==> src/rtl/tfn_pkg.sv <==
`timescale 1ns / 1ps
package tfn_pkg;

    // Window width for normalized cross product magnitudes
    localparam int WINDOW_BITS = 30;
    localparam int SUMSQ_BITS  = 2 * WINDOW_BITS + 2;   // sum of three squares
    localparam int ROOT_BITS   = WINDOW_BITS + 1;

    // Per-transaction sideband that travels with every stage
    typedef struct packed {
        logic valid;
        logic last_face;
        logic degenerate;
        logic [2:0] neg;
    } tfn_ctrl_t;

endpackage

==> src/rtl/tfn_sqrt_cell.sv <==
`timescale 1ns / 1ps
// One restoring square root step: one result bit per cell.
module tfn_sqrt_cell #(
    parameter int STEP = 0
) (
    input  logic                          clk,
    input  logic                          en,
    input  logic [tfn_pkg::SUMSQ_BITS-1:0] rem_in,
    input  logic [tfn_pkg::ROOT_BITS-1:0]  root_in,
    output logic [tfn_pkg::SUMSQ_BITS-1:0] rem_out,
    output logic [tfn_pkg::ROOT_BITS-1:0]  root_out
);
    localparam int SB = tfn_pkg::SUMSQ_BITS;
    localparam int RB = tfn_pkg::ROOT_BITS;
    localparam int SH = 2 * (RB - 1 - STEP);

    logic [SB+1:0] trial;
    logic [SB+1:0] rem_ext;
    logic [SB-1:0] rem_next;
    logic [RB-1:0] root_next;

    always_comb
    begin
        trial   = ({{(SB+2-RB){1'b0}}, root_in} << (SH + 2)) |
                  ({{(SB+1){1'b0}}, 1'b1} << SH);
        rem_ext = {2'b00, rem_in};
        if (rem_ext >= trial)
        begin
            rem_next  = SB'(rem_ext - trial);
            root_next = {root_in[RB-2:0], 1'b1};
        end
        else
        begin
            rem_next  = rem_in;
            root_next = {root_in[RB-2:0], 1'b0};
        end
    end

    logic [SB-1:0] rem_reg;
    logic [RB-1:0] root_reg;
    always_ff @(posedge clk)
    begin
        if (en)
        begin
            rem_reg  <= rem_next;
            root_reg <= root_next;
        end
    end
    assign rem_out  = rem_reg;
    assign root_out = root_reg;
endmodule

==> config.mk <==
export PLATFORM = sky130hd
export DESIGN_NAME = tfn_sqrt_cell
export DESIGN_NICKNAME = d
export VERILOG_FILES = /design/src/rtl/tfn_pkg.sv /design/src/rtl/tfn_sqrt_cell.sv
export SDC_FILE = /design/constraint.sdc
export NUM_CORES = 1
export LEC_CHECK = 0
export ABC_AREA = 1
export BUFFER_PORTS_ARGS = -buffer_cell sky130_fd_sc_hd__buf_2
export CAP_MARGIN = 20
export CORE_MARGIN = 3
export CORE_UTILIZATION = 39
export CTS_CLUSTER_SIZE = 20
export DETAILED_ROUTE_END_ITERATION = 16
export PLACE_DENSITY = 0.73
export REMOVE_ABC_BUFFERS = 1
export SYNTH_ARGS = -nofsm -noshare
export SYNTH_HDL_FRONTEND = slang
export SYNTH_SLANG_ARGS = --single-unit
==> constraint.sdc <==
create_clock -name clk -period 1.33 [get_ports clk]
set_input_delay 0.0665 -clock clk [delete_from_list [all_inputs] [get_ports clk]]
set_output_delay 0.0665 -clock clk [all_outputs]
set_load 0.03 [all_outputs]
; ---- Word level (Yosys, flattened, before mapping)
; Index checks and enable logic that the tools add are counted.
[word_totals]
register_bits = 93
in_bits = 95
out_inout_bits = 93
wordCells = 6
[op_classes]
add_sub_neg = 1
magnitude_cmp = 1
mux = 2
[ops]
columns = operator, count
row1 = 62-bit by 64-bit >= comparator with 1-bit output, 1
row2 = 62-bit 2-to-1 mux, 1
row3 = 62-bit by 61-bit subtractor with 62-bit output (second input constant), 1
row4 = 1-bit 2-to-1 mux, 1

; ---- Longest topological paths before layout
[logic_depth]
word_depth = 2
depth_mapped = 10
mapped_depth_nobuf = 10

; ---- Worst setup path before layout
; Ideal clock, no wire load.
[synth_timing]
kind = input -> register
from = input port rem_in[61] (netlist name)
to = register rem_reg[60] (netlist: rem_out[60]) (data pin)
setup_ns = 0.252
t_arrival_ns = 0.719
t_required_ns = 1.078
path_slack_ns = 0.358
stages = 9
path_buffers = 0
cell_sequence = inv_1 > ha_1 > nand2_1 > nor2_1 > nand2_1 > nor2_1 > nand2_1 > nand3_1 > nand2_1
[synth_via]
elab_chain_len = 2
[synth_rtl]
columns = item, line
row1 = start: declaration, tfn_sqrt_cell.sv:8  ; input logic [tfn_pkg::SUMSQ_BITS-1:0] rem_in,
row2 = 62-bit by 64-bit >= comparator with 1-bit output, tfn_sqrt_cell.sv:27  ; if (rem_ext >= trial)
row3 = 62-bit 2-to-1 mux, tfn_sqrt_cell.sv:27
row4 = via rem_next[60], tfn_sqrt_cell.sv:19  ; logic [SB-1:0] rem_next;
row5 = end signal: assignment, tfn_sqrt_cell.sv:45  ; rem_reg <= rem_next;
row6 = end: declaration, tfn_sqrt_cell.sv:39  ; logic [SB-1:0] rem_reg;
; The timed path passes the listed nets, and every way through them passes these cells.
; A chain may end at the register's enable or synchronous reset.

; ---- Worst setup path in the final report
[layout_timing]
from = input port rem_in[46] (netlist name)
to = register rem_reg[61] (netlist: rem_out[61]) (data pin)
[layout_via]
elab_chain_len = 2
word_cells_on_any_way = 3
cone_classes = 1 x add/sub / 1 x order compare / 1 x mux
[layout_rtl]
columns = item, line
row1 = 62-bit by 61-bit subtractor with 62-bit output or 62-bit by 64-bit >= comparator with 1-bit output (tied branches), "tfn_sqrt_cell.sv:29, tfn_sqrt_cell.sv:27"
row2 = 62-bit 2-to-1 mux *, tfn_sqrt_cell.sv:27
row3 = via rem_next[61], tfn_sqrt_cell.sv:19
; Mark *: on every way through the listed nets, which the timed path passes. The rest lies on a longest branch.

==> reports/results.tsv <==
metric	value	unit
Yosys cell types	8	
top cell type's share of synthesized area	90.0	%
Final Max Slew Viols	0	
VDD IR max	0.000784	V
first-pass GRT wire length	12.0	mm
Worst Path Max Fanout	3	
Final Cycle Share	98.1	%
Arr. time, crit path	1410	ps
hold slack final	74.6	ps
count of state elements after synthesis	93	
initial antenna violation count	0	
root buffer cell	clkbuf_8	
wire per inst	14.6	um
ys flop type	edfxtp_1	
GR Util All Layers	17.8	%
first drt pass iteration count	4	
Post-CTS Setup Bufs	0	
Routed Antenna Nets	0	
Clock transition at path regs	80	ps
Hold Vio Cnt, Final	0	
Layout area overhead	70.3	%
DR vias/cell	4.38	
Port Buffers	186	
final number of setup-violating endpoints	0	
Lkg Pwr	0.00225	uW
cell taking the most area after synthesis	edfxtp_1	
largest net degree at the start of global routing	52	
top post-synthesis cells by area	edfxtp_1 90%, nor2_1 4.8%, nand2_1 3.1%	
HP Class	in -> reg	
Post-synth EDFFs	93	
clk sinks	93	
DRC	0	
share of cells above drive strength 1	45.7	%
row count	31	
layout net count	545	
Setup crit end kind	flop	
Least-Margin Pin Slew	260	ps
global route overflow	0	
GPL Wtd Cong	0.734	
CTS tree	built	
1st-iter DRT viols	75	
Mapped Area	0.00310	sq mm
Die Width	95.2	um
asr flop ratio synth	0	%
CTS max path bufs	2	
vias	2417	
setup TNS	0	ps
dpl cell area	0.00420	sq mm
vias in the first global route	2667	
Tmin final	1300	ps
Die ar.	0.00906	sq mm
Ports	188	
post-route cell area	0.00529	sq mm
sequential area share after synthesis	90.0	%
Max-Cap Viols	0	
antenna fix cells	0	
Die H	95.2	um
Synth Area per Inst	18.4	sq um
Setup CP Type	in -> reg	
CP required	1430	ps
status	completed	
max frequency	0.766	GHz
startpoint types	input port	
Post-Route WL	8.06	mm
Starting Density	41.5	%
most frequent cell after synthesis	edfxtp_1	
Yosys warnings	0	
H-tree Lvls	3	
Power Dens Cells	1230	mW/mm^2
Placeable Area	0.00749	sq mm
Gate Count Post-Synth	169	
Synth top cells by count	93 x edfxtp_1, 40 x nor2_1, 26 x nand2_1	
worst rel slew slack	82.7	%
Num CTS Buffers	9	
## cells in the final DEF (no fill, tap or decap), drive strengths merged
master        count
buf             178
bufinv            1
clkbuf           10
clkinv            3
clkinvlp          2
dlygate4sd3      88
dlymetal6s4s      2
edfxtp           93
ha                2
inv               4
nand2            27
nand3             2
nor2             41
## worst max-delay path: stages
cell           delay [ps]
dlygate4sd3_1         530
buf_2                 130
nor2_1                 80
nand2_1                60
nor2_1                100
nand2_1                90
nor2_2                130
nand2_2                90
nand3_1                80
nand2_1                60
## path summary, 6_finish.rpt
check             startpoint                    end  slack, ps  cells after the start
setup / recovery  rem_in[46]  rem_out[61]$_DFFE_PP_         30                     10
hold / removal    rem_in[61]  rem_out[61]$_DFFE_PP_         70                      3
## repair_timing
action | in CTS | in global routing
endpoints found under the setup margin | 0 | 3
hold buffers | 90 | 0
gates resized for setup | 0 | 15
endpoints found under the hold margin | 90 | 0
## routing by layer
layer / global-route usage (%) / up-vias / part of all wire, %
met3: 5.45 / 12 / 8.6
met2: 34.3 / 114 / 54
met5: 0 / - / 0
met1: 18.1 / 1126 / 36
li1: - / 1165 / -
met4: 5.77 / 0 / 1.5
## power breakdown
group	total (uW)	internal (uW)	leakage, uW	switching, uW
sequential	3530	3480	0.000910	55.7
clock	1800	866	0.0000923	932
combinational	1180	445	0.00125	738
## sequential cells by signal, summed over array words and instances (netlist names)
signal    count
root_out     31
rem_out      62
## layout make-up
type / count / area, sq um
Clock buffer: 10 / 128
Clock inverter: 6 / 63.8
Fill cell: 527 / 2200
Inverter: 4 / 15.0
Multi-Input combinational cell: 72 / 333
Sequential cell: 93 / 2790
Tap cell: 99 / 124
Timing Repair Buffer: 268 / 1830
## stage by stage
| step | power, uW | setup WS [ps] | util (%) | std cells |
|---|---|---|---|---|
| 2_1_floorplan | 4130 | 358 | - | 169 |
| 3_3_place_gp | 4550 | 125 | 56.1 | 456 |
| 3_5_place_dp | 4580 | 116 | 56.1 | 456 |
| 4_1_cts | 6580 | 0.0983 | 70.7 | 562 |
| 5_1_grt | 6790 | -32.6 | 70.6 | 552 |
| 6_report | 6520 | 25.2 | 70.6 | 552 |
## kinds of logic (layout without fill, tap and decap cells)
group | after synthesis | count (layout) | synth area share (%)
DFF | 93 | 93 | 90.0
buffers and inverters | 4 | 288 | 0.484
and+or+nand+nor | 70 | 70 | 8.71
adders and majority gates | 2 | 2 | 0.806
Power figures use the tool's default switching activity.
