[src/rtl/tfn_div_cell.sv]
`timescale 1ns / 1ps
// One restoring division step for three numerators sharing a divisor.
module tfn_div_cell #(
    parameter int QBITS = 16,
    parameter int DBITS = 31,
    parameter int NBITS = 46
) (
    input  logic                  clk,
    input  logic                  en,
    input  logic [DBITS-1:0]      divisor,
    input  logic [3*NBITS-1:0]    num_in,
    input  logic [3*(DBITS+1)-1:0] rem_in,
    input  logic [3*QBITS-1:0]    quo_in,
    output logic [3*NBITS-1:0]    num_out,
    output logic [3*(DBITS+1)-1:0] rem_out,
    output logic [3*QBITS-1:0]    quo_out
);
    logic [3*NBITS-1:0]     num_next;
    logic [3*(DBITS+1)-1:0] rem_next;
    logic [3*QBITS-1:0]     quo_next;

    always_comb
    begin
        for (int i = 0; i < 3; i++)
        begin
            logic [DBITS+1:0] sh;
            sh = {rem_in[i*(DBITS+1) +: DBITS+1], num_in[i*NBITS + NBITS - 1]};
            num_next[i*NBITS +: NBITS] = {num_in[i*NBITS +: NBITS-1], 1'b0};
            if (sh >= {1'b0, 1'b0, divisor})
            begin
                rem_next[i*(DBITS+1) +: DBITS+1] = (DBITS+1)'(sh - {2'b00, divisor});
                quo_next[i*QBITS +: QBITS] = {quo_in[i*QBITS +: QBITS-1], 1'b1};
            end
            else
            begin
                rem_next[i*(DBITS+1) +: DBITS+1] = sh[DBITS:0];
                quo_next[i*QBITS +: QBITS] = {quo_in[i*QBITS +: QBITS-1], 1'b0};
            end
        end
    end

    logic [3*NBITS-1:0]     num_reg;
    logic [3*(DBITS+1)-1:0] rem_reg;
    logic [3*QBITS-1:0]     quo_reg;
    always_ff @(posedge clk)
    begin
        if (en)
        begin
            num_reg <= num_next;
            rem_reg <= rem_next;
            quo_reg <= quo_next;
        end
    end
    assign num_out = num_reg;
    assign rem_out = rem_reg;
    assign quo_out = quo_reg;
endmodule

[config.mk]
export PLATFORM = sky130hd
export DESIGN_NAME = tfn_div_cell
export DESIGN_NICKNAME = d
export VERILOG_FILES = /design/src/rtl/tfn_div_cell.sv
export SDC_FILE = /design/constraint.sdc
export NUM_CORES = 1
export LEC_CHECK = 0
export BUFFER_PORTS_ARGS = -buffer_cell sky130_fd_sc_hd__buf_2
export CORE_AREA = 2 2 230 232
export CTS_CLUSTER_DIAMETER = 100
export DETAILED_ROUTE_END_ITERATION = 16
export DIE_AREA = 0 0 232 234
export PLACE_DENSITY_LB_ADDON = 0.2
export SLEW_MARGIN = 20
export SYNTH_ARGS = -nofsm -noshare
export SYNTH_HDL_FRONTEND = slang
export SYNTH_SLANG_ARGS = --single-unit
[constraint.sdc]
create_clock -name clk -period 3.9 [get_ports clk]
set_input_delay 0.585 -clock clk [delete_from_list [all_inputs] [get_ports clk]]
set_output_delay 0.585 -clock clk [all_outputs]
set_load 0.01 [all_outputs]
### After elaboration in Yosys (flattened, before gate mapping)

Index checks and enable logic that the tools add are counted.

| word-level totals | value |
|---|---|
| register bits after elaboration | 279 |
| latch bits | 0 |
| RAM bits | 0 |
| memory bits (read-only) | 0 |
| input bits | 315 |
| memories | 0 |

| cells by class | value |
|---|---|
| add/subtract/negate cells | 3 |
| multipliers | 0 |
| divide/modulo/power cells | 0 |
| magnitude comparators | 3 |
| eq/ne operators | 0 |
| shift operators | 0 |
| multiplexer cells | 6 |
| bitwise operators | 0 |
| reduce and logical (&&, ||, !) cells | 0 |

Operator list:

| cell | number |
|---|---|
| 33-bit by 31-bit greater-or-equal comparator with 1-bit output | 3 |
| 32-bit two-way mux | 3 |
| 32-bit by 31-bit subtractor with 32-bit output | 3 |
| 1-bit two-way mux | 3 |

### Longest topological paths before layout

Gate-level depths: netlist of the first run.

| logic depth | value |
|---|---|
| word-level depth | 2 |
| depth in mapped cells | 14 |
| depth with buffers taken out | 12 |

### Worst setup path after synthesis of the first run

No wires, ideal clock.

| path | value |
|---|---|
| path type | input -> register |
| start point | input port divisor[3] |
| end point | register rem_reg[24], in the netlist rem_out[24] (data pin) |
| setup time | 0.260 ns |
| data arrival time | 2.892 ns |
| required time | 3.640 ns |
| path slack | 0.749 ns |
| stages on the path | 12 |
| path through | inv_1 ha_1 a21o_1 a21oi_1 a21oi_1 o21ai_1 a21oi_1 o31ai_4 a31oi_2 nor2_4 buf_4 mux2_2 |

| on the way | value |
|---|---|
| longest elaborated chain between the ends | 2 |
| elaborated cells on any way between the ends | 3 |

RTL lines:

| element | line | source |
|---|---|---|
| start: declaration | 10 | `input logic [DBITS-1:0] divisor,` |
| 32-bit by 31-bit subtractor with 32-bit output or 33-bit by 31-bit greater-or-equal comparator with 1-bit output (tied branches) | 31, 29 |  |
| 32-bit two-way mux * | 29 | `if (sh >= {1'b0, 1'b0, divisor})` |
| via rem_next[24] | 19 | `logic [3*(DBITS+1)-1:0] rem_next;` |
| end signal: assignment | 50 | `rem_reg <= rem_next;` |
| end: declaration | 43 | `logic [3*(DBITS+1)-1:0] rem_reg;` |

The timed path passes the listed nets; every way through them passes the cells marked *.
A chain may end at the register's enable or synchronous reset.

### Worst setup path in the final report of the first run

| path | value |
|---|---|
| start point | input port divisor[0] |
| end point | register rem_reg[30], in the netlist rem_out[30] (data pin) |

Same word-level chain as after synthesis.

==> results of run 1 <==
## final timing paths
kind | cells past startpoint | slack, ns | endpoint
setup / recovery | 12 | 0.83 | rem_out[30]
hold / removal | 1 | 0.22 | quo_out[15]
## cells in the mapped netlist (all sizes together) (3+ instances only)
cell,count
nor4,4
ha,93
a2111oi,3
o21ai,80
inv,59
nand3,36
mux2i,5
nor2b,10
o2111ai,3
o31ai,3
a211oi,9
nor3,11
o31a,5
and3,19
nand4,14
mux2,40
o41ai,3
nand2b,12
xor2,37
a21oi,107
a31oi,19
and2,5
o21bai,14
clkbuf,26
edfxtp,279
o211ai,7
xnor2,48
buf,17
a21boi,4
a21o,53
fa,3
nand2,84
nor2,69
and4,4
o21a,9
## where the power goes
part	internal [mW]	switching, mW	total [mW]
clock network	1.72	1.26	2.98
registers	3.71	0.0783	3.79
logic	0.858	1.15	2.01
## sequential cells by signal (all words and copies together), names as in the netlist
register  cells
quo_out      48
rem_out      96
num_out     135
## per-layer routing
layer | vias to the layer above | routed length (µm)
met3 | 101 | 4340
met2 | 429 | 26700
met1 | 5742 | 19100
met4 | 20 | 1420
li1 | 5850 | -
met5 | - | 113
## kinds of logic (layout without fill, tap and decap cells)
logic type	after synthesis	after routing	share of synthesized area
DFF	279	279	0.567
adders and majority gates	96	96	0.0828
AOI/OAI and AO/OA	334	334	0.144
and+or+nand+nor	278	278	0.0904
xor gates and xnor gates	85	85	0.0509
muxes	45	45	0.0339
buffers and inverters	102	746	0.0305
other	1	9	0.000254
## critical path, stage by stage
cell,delay (ns)
buf_2,0.14
ha_1,0.24
fa_1,0.41
nand2b_1,0.19
a21oi_1,0.19
o2111ai_1,0.21
nand3_1,0.20
a21boi_0,0.15
o31a_1,0.33
o31ai_1,0.34
xor2_1,0.10
mux2_2,0.27
## metrics by stage
stage               instances  power, mW  hold slack, ns
global placement         2492       5.86           0.763
finish                   2560       8.78           0.221
floorplan                1222       4.96           0.684
CTS                      2554       8.92           0.181
global route             2558       9.21           0.188
detailed placement       2492       5.87           0.763
## cell type report
| class | instances | area, µm² |
|---|---|---|
| inverter | 59 | 221 |
| tap | 688 | 861 |
| multi-input combinational | 841 | 5960 |
| clock inverter | 17 | 129 |
| sequential | 279 | 8380 |
| fill | 5211 | 32200 |
| clock buffer | 45 | 913 |
| timing repair buffer | 625 | 3330 |
| antenna | 6 | 15.0 |
==> results by group, run 1 <==
Pwr
  – Peak supply drop: 0.267 mV
  – Pwr/cell area: 443 nW/µm²
  – Static leakage: 8.67 nW

Clocking
  – Maximum clock path buffer count: 3
  – Clk pin slew, worst setup/hold paths: 0.06 ns
  – Hold Buf Count CTS: 0
  – CTS tree: built
  – CTS sink cnt: 279
  – Num CTS Buffers: 34
  – Cts repair resizes: 0
  – Setup Buffers After CTS: 0
  – Clk root buf: clkbuf_16
  – H-tree levels: 2

Drt
  – Drt initial violations: 507
  – Via count: 12100
  – ANT nets after route: 0
  – Drt pass-1 iters: 5
  – Residual DRC: 0
  – Routed vias/inst: 4.74
  – Final wirelength: 51.6 mm
  – DR WL/cell: 20.2 µm

Worst setup path
  – Startpoint class of the critical path: input pin
  – Crit Path Category: input pin to flop
  – Crit path max fanout: 3
  – CP Launch Point: divisor[0]
  – Arr. time, crit path: 3.35 ns
  – Critical path required time: 4.18 ns
  – Crit. End Element: flop

Floorplanning
  – IO Pins: 597
  – Num rows: 84
  – DIE AREA: 54300 µm²
  – Core region area: 52000 µm²
  – Die height: 234 µm
  – Chip width: 232 µm
  – Initial Util: 0.284

STA
  – Endpoints failing hold: 0
  – Worst setup margin: 0.828 ns
  – Worst Tran Pin Value: 0.892 ns
  – RSZ-0062 raised after global routing: false
  – Fin crit share: 0.788
  – Fin Setup TNS: 0 ns
  – Fmax: 326 MHz
  – Fin crit period: 3.07 ns
  – Slew headroom: 0.405
  – Pins Over Slew Limit: 0
  – Finish-stage setup viols: 0

Logic synthesis
  – Post-synth top flop: edfxtp_1
  – Mapped Cells: 1220
  – Top cell type's share of synthesized area: 0.567
  – Post-synth EDFFs: 279
  – Synth warn: 0
  – Post-Syn Area: 14800 µm²
  – Seq cells post-synth: 279
  – Register area share after synthesis: 0.567
  – Top cell type by total area after synthesis: edfxtp_1
  – Avg Cell Area, Syn: 12.1 µm²
  – Synth cell types: 67
  – Synth area leaders: edfxtp_1, ha_1, a21oi_1
  – Async S/R FF share, synth: 0

GRT
  – Routing usage on met2: 0.330
  – Largest net degree at the start of global routing: 101
  – Most utilized layer in the global route result: met2
  – Initial antenna violation count: 21
  – Grt met3 use: 0.0593
  – GR Util met1: 0.192
  – Global-route wire length before repair: 72.5 mm
  – Global Route Usage Sum: 0.179
  – Vias in the first global route: 12000
  – Overflow after GRT: 0

Place
  – RD Place Congestion: 0.900
  – Pre-CTS setup slack: 0.250 ns
  – Placed cell area: 18700 µm²
  – PortBufs: 590
  – HPWL after DPL: 42.3 mm

Cells and area
  – Fin nets: 2251
  – Layout cells sized above 1: 0.388
  – Syn-to-layout area delta: 34.1%
  – Final Util: 0.381
  – Final Instance Area: 19800 µm²
  – Commonest cells after routing, fill and taps aside: buf_2, edfxtp_1, a21oi_1, ha_1, nand2_1
  – Most common cell after layout, fill and taps aside: buf_2

Outcome
  – Outcome: complete, no violations

Min path
  – Hold Path Class: input pin to flop
  – Min-Delay Startpoint: quo_in[14]

Run
  – MaxCap Viol Count: 0
(Power assumes the default switching activity.)
==> run 2: changes to the inputs <==
--- a/config.mk
+++ b/config.mk
@@ -5,11 +5,12 @@
 export SDC_FILE = /design/constraint.sdc
 export NUM_CORES = 1
 export LEC_CHECK = 0
+export ABC_AREA = 1
 export BUFFER_PORTS_ARGS = -buffer_cell sky130_fd_sc_hd__buf_2
-export CORE_AREA = 2 2 230 232
+export CORE_AREA = 2 2 235 237
 export CTS_CLUSTER_DIAMETER = 100
 export DETAILED_ROUTE_END_ITERATION = 16
-export DIE_AREA = 0 0 232 234
+export DIE_AREA = 0 0 237 239
 export PLACE_DENSITY_LB_ADDON = 0.2
 export SLEW_MARGIN = 20
 export SYNTH_ARGS = -nofsm -noshare
==> constraint.sdc (replaced) <==
create_clock -name clk -period 2.6 [get_ports clk]
set_input_delay 0.39 -clock clk [delete_from_list [all_inputs] [get_ports clk]]
set_output_delay 0.39 -clock clk [all_outputs]
set_load 0.01 [all_outputs]
==> results by group, run 2 <==
Worst setup path
  – Crit. End Element: flop
  – Crit path max fanout: 15
  – Startpoint class of the critical path: input pin
  – Crit Path Category: input pin to flop
  – Critical path required time: 2.90 ns
  – CP Launch Point: divisor[4]
  – Arr. time, crit path: 2.35 ns

Logic synthesis
  – Synth top cells by count: nand2_1, inv_1, edfxtp_1
  – Top-count cell post-synth: nand2_1
  – Post-synth EDFFs: 279
  – Post-Syn Area: 17300 µm²
  – Register area share after synthesis: 0.484
  – Top cell type's share of synthesized area: 0.484
  – Synth cell types: 30
  – Top cell type by total area after synthesis: edfxtp_1
  – Mapped Cells: 2155
  – Post-synth top flop: edfxtp_1
  – Avg Cell Area, Syn: 8.03 µm²
  – Synth area leaders: edfxtp_1, nand2_1, inv_1
  – Seq cells post-synth: 279
  – Synth warn: 0
  – Async S/R FF share, synth: 0

STA
  – Finish-stage setup viols: 0
  – RSZ-0062 raised after global routing: false
  – Fin crit share: 0.788
  – Slew headroom: 0.622
  – Worst Tran Pin Value: 0.567 ns
  – Fin crit period: 2.05 ns
  – Pins Over Slew Limit: 0
  – Endpoints failing hold: 0
  – Fmax: 488 MHz

Floorplanning
  – Chip width: 237 µm
  – Die height: 239 µm
  – IO Pins: 597
  – Core region area: 54300 µm²
  – DIE AREA: 56600 µm²
  – Num rows: 86
  – Initial Util: 0.319

GRT
  – Global-route wire length before repair: 97.8 mm
  – Vias in the first global route: 16000
  – Most utilized layer in the global route result: met2
  – Routing usage on met2: 0.421
  – Global Route Usage Sum: 0.231
  – Initial antenna violation count: 14
  – GR Util met1: 0.271
  – Largest net degree at the start of global routing: 57
  – Overflow after GRT: 0
  – Grt met3 use: 0.0363

Run
  – MaxCap Viol Count: 0

Cells and area
  – Max reg flops: 135
  – Syn-to-layout area delta: 39.9%
  – Layout cells sized above 1: 0.265
  – Commonest cells after routing, fill and taps aside: nand2_1, buf_2, inv_1, edfxtp_1
  – Final Util: 0.446
  – Fin nets: 3400
  – Final Instance Area: 24200 µm²
  – Fillers: 5466
  – Most common cell after layout, fill and taps aside: nand2_1

Clocking
  – Clk pin slew, worst setup/hold paths: 0.06 ns
  – CTS sink cnt: 279
  – Maximum clock path buffer count: 3
  – Clk root buf: clkbuf_16
  – Num CTS Buffers: 35
  – H-tree levels: 2
  – CTS tree: built

Place
  – PortBufs: 590
  – RD Place Congestion: 0.956
  – Placed cell area: 21800 µm²
  – HPWL after DPL: 56.2 mm

Drt
  – Final wirelength: 68.1 mm
  – Drt pass-1 iters: 6
  – DR WL/cell: 18.3 µm
  – Via count: 16700
  – Routed vias/inst: 4.49
  – Residual DRC: 0
  – Drt initial violations: 970
  – ANT nets after route: 0

Min path
  – Hold Path Class: input pin to flop
  – Min-Delay Startpoint: num_in[67]

Outcome
  – Outcome: complete, no violations

Pwr
  – Peak supply drop: 0.397 mV
  – Static leakage: 12.7 nW
  – Pwr/cell area: 593 nW/µm²
[run 2: cell types whose count changed in the layout (fill, tap and decap cells not counted), sizes merged, moves of 61 or more]
cell	before	now
buf	625	697
dlygate4sd3	0	122
inv	59	408
nand2	84	915
nand3	36	112
nor2	69	130
o21ai	80	6
[run 2: routing by layer]
layer	up-vias	wire (µm)
met5	-	26
met3	122	3860
met2	564	34200
met1	7622	27200
met4	4	2760
li1	8416	-
[run 2: per-stage QoR]
step | setup TNS (ns) | worst slack, ns | std cells | total power, mW | hold slack, ns
5_1_grt | 0 | 0.408 | 3722 | 15.1 | 0.00375
3_5_place_dp | -0.0440 | -0.0210 | 3534 | 9.32 | 0.568
4_1_cts | 0 | 0.562 | 3719 | 14.5 | 0.000654
6_report | 0 | 0.551 | 3723 | 14.4 | 0.0226
3_3_place_gp | 0 | 0.00465 | 3534 | 9.30 | 0.567
2_1_floorplan | 0 | 0.577 | 2157 | 7.62 | 0.489
[run 2: worst max-delay path, cell delays in order]
cell,delay [ns]
buf_2,0.09
inv_1,0.14
ha_1,0.41
nand2_1,0.13
nor2_1,0.25
nand3b_1,0.14
nor2_1,0.10
nand2_1,0.07
nand3_1,0.11
inv_2,0.07
nand2_8,0.09
buf_4,0.23
o21ai_0,0.12
[run 2: final cells by class]
class	instances	area (µm²)	area share
sequential	279	8380	0.346
multi-input combinational	1448	7170	0.296
timing repair buffer	819	5100	0.211
inverter	406	1530	0.0632
clock buffer	43	906	0.0374
tap	704	881	0.0364
clock inverter	20	240	0.00992
antenna	4	10.0	0.000413
[run 2: path summary, 6_finish.rpt]
| path | end | slack (ns) | cells after the start |
|---|---|---|---|
| hold / removal | num_out[68] | 0.02 | 1 |
| setup / recovery | rem_out[32] | 0.55 | 13 |
[run 2: kinds of logic after synthesis]
family | Yosys count | share of synthesized area
other cells | 1 | 0.000217
xor+xnor | 42 | 0.0212
simple gates | 1241 | 0.301
compound gates | 66 | 0.0206
flops | 279 | 0.484
fa+ha+maj | 96 | 0.0707
buf+inv | 430 | 0.102
[run 2: power breakdown]
group	leakage (nW)	switching (mW)	internal (mW)
sequential	2.73	0.145	5.54
combinational	9.38	2.26	1.46
clock	0.553	2.05	2.91
total	12.7	4.45	9.91
[run 2: timing repair]
item | CTS | global route
resized for setup | 0 | 0
hold buffers | 122 | 0
endpoints found under the hold margin | 122 | 0
buffers inserted | 0 | 0
==> run 3: changes to the inputs <==
==> constraint.sdc (replaced) <==
create_clock -name clk -period 1.8 [get_ports clk]
set_input_delay 0.27 -clock clk [delete_from_list [all_inputs] [get_ports clk]]
set_output_delay 0.27 -clock clk [all_outputs]
set_load 0.01 [all_outputs]
==> results by group, run 3 (synthesized netlist as in run 2, its figures left out) <==
Outcome
  – Outcome: complete, no violations

STA
  – Finish-stage setup viols: 0
  – Fmax: 556 MHz
  – Pins Over Slew Limit: 0
  – Fin crit share: 0.999
  – Fin Setup TNS: 0 ns
  – RSZ-0062 raised after global routing: true
  – Endpoints failing hold: 0
  – Worst setup margin: 0.00256 ns
  – Fin crit period: 1.80 ns

Place
  – Pre-CTS setup slack: -0.706 ns
  – PortBufs: 590
  – Placed cell area: 23800 µm²
  – RD Place Congestion: 0.936
  – HPWL after DPL: 58.8 mm

Floorplanning
  – DIE AREA: 56600 µm²
  – Die height: 239 µm
  – IO Pins: 597
  – Num rows: 86
  – Core region area: 54300 µm²
  – Chip width: 237 µm
  – Initial Util: 0.319

Cells and area
  – Final Util: 0.545
  – Fillers: 4931
  – Max reg flops: 135
  – Final Instance Area: 29600 µm²
  – Fin nets: 3777
  – Syn-to-layout area delta: 71.0%
  – Commonest cells after routing, fill and taps aside: nand2_1, buf_2, inv_1, buf_4, edfxtp_1
  – Layout cells sized above 1: 0.411
  – Most common cell after layout, fill and taps aside: nand2_1

Drt
  – Via count: 18700
  – ANT nets after route: 0
  – Residual DRC: 0
  – Routed vias/inst: 4.56
  – Drt initial violations: 1024
  – Final wirelength: 77.4 mm
  – DR WL/cell: 18.9 µm
  – Drt pass-1 iters: 5

Clocking
  – Maximum clock path buffer count: 3
  – Clk pin slew, worst setup/hold paths: 0.06 ns
  – H-tree levels: 2
  – Clk root buf: clkbuf_16
  – CTS tree: built
  – CTS sink cnt: 279
  – Num CTS Buffers: 35

Min path
  – Hold Path Class: input pin to flop

Pwr
  – Static leakage: 14.7 nW
  – Peak supply drop: 0.574 mV
  – Pwr/cell area: 768 nW/µm²

GRT
  – Largest net degree at the start of global routing: 60
  – Global Route Usage Sum: 0.256
  – Overflow after GRT: 0
  – Global-route wire length before repair: 108 mm
  – Initial antenna violation count: 8
  – Vias in the first global route: 18100

Worst setup path
  – Crit. End Element: flop
  – Crit path max fanout: 30
  – Startpoint class of the critical path: input pin
  – Critical path required time: 2.11 ns
  – Arr. time, crit path: 2.11 ns
  – Crit Path Category: input pin to flop

Run
  – MaxCap Viol Count: 0
run 3: cell count changes in the layout (fill, tap and decap cells not counted), sizes merged, moves of 2 or more:
cell	change
buf	+282
clkbuf	+7
clkinvlp	+20
diode	+2
dlygate4sd3	+86
inv	-18
run 3: area by class of cell:
cell class / instances / area (µm²) / share of cell area
multi-input combinational: 1449 / 8900 / 0.300
timing repair buffer: 1193 / 8600 / 0.291
sequential: 279 / 8380 / 0.283
inverter: 406 / 1650 / 0.0558
clock buffer: 44 / 910 / 0.0307
tap: 704 / 881 / 0.0297
clock inverter: 20 / 249 / 0.00841
timing repair inverter: 2 / 27.5 / 0.000929
antenna: 6 / 15.0 / 0.000507
run 3: metrics by stage:
| stage | hold WS (ns) | cells | power (mW) |
|---|---|---|---|
| after global routing | 0.0324 | 4103 | 23.8 |
| after detailed placement | 0.448 | 3783 | 14.2 |
| after global placement | 0.447 | 3783 | 14.2 |
| after CTS | 0.00451 | 4060 | 22.1 |
| after floorplan | 0.369 | 2157 | 11.0 |
| final | 0.0388 | 4103 | 22.8 |
run 3: final timing paths:
| kind | startpoint | to | slack, ns | cells past startpoint |
|---|---|---|---|---|
| setup / recovery | divisor[11] | rem_out[93] | 0.003 | 16 |
| hold / removal | rem_in[1] | rem_out[2] | 0.04 | 3 |
run 3: metal layers:
metal	track usage	vias up	wire length [µm]
li1	-	9187	-
met1	0.304	8733	31000
met2	0.453	660	38200
met3	0.0434	139	4620
met4	0.114	0	3570
met5	0	-	0
run 3: what timing repair did:
| action | 4_1_cts | 5_1_grt |
|---|---|---|
| pin swaps | 2 | 60 |
| endpoints found under the hold margin | 208 | 0 |
| endpoints found under the setup margin | 91 | 97 |
| gates resized for setup | 24 | 354 |
| hold buffers | 208 | 0 |
| gates cloned | 0 | 9 |
| buffers inserted | 5 | 28 |
run 3: power by group:
part           leakage (nW)  switching [mW]  internal, mW
sequential             2.73           0.234          8.01
combinational          11.4            3.88          3.32
clock                 0.558            3.07          4.24
total                  14.7            7.19          15.6
run 3: worst max-delay path: stages:
cell,delay (ns)
buf_2,0.10
clkinvlp_4,0.15
buf_12,0.18
ha_4,0.30
nand2_2,0.07
nor2_2,0.13
buf_4,0.15
nand2_1,0.07
nor2_2,0.10
nand2_1,0.06
nand3_1,0.08
inv_2,0.06
nand2_8,0.14
inv_12,0.09
nand2_1,0.07
nand2_1,0.06
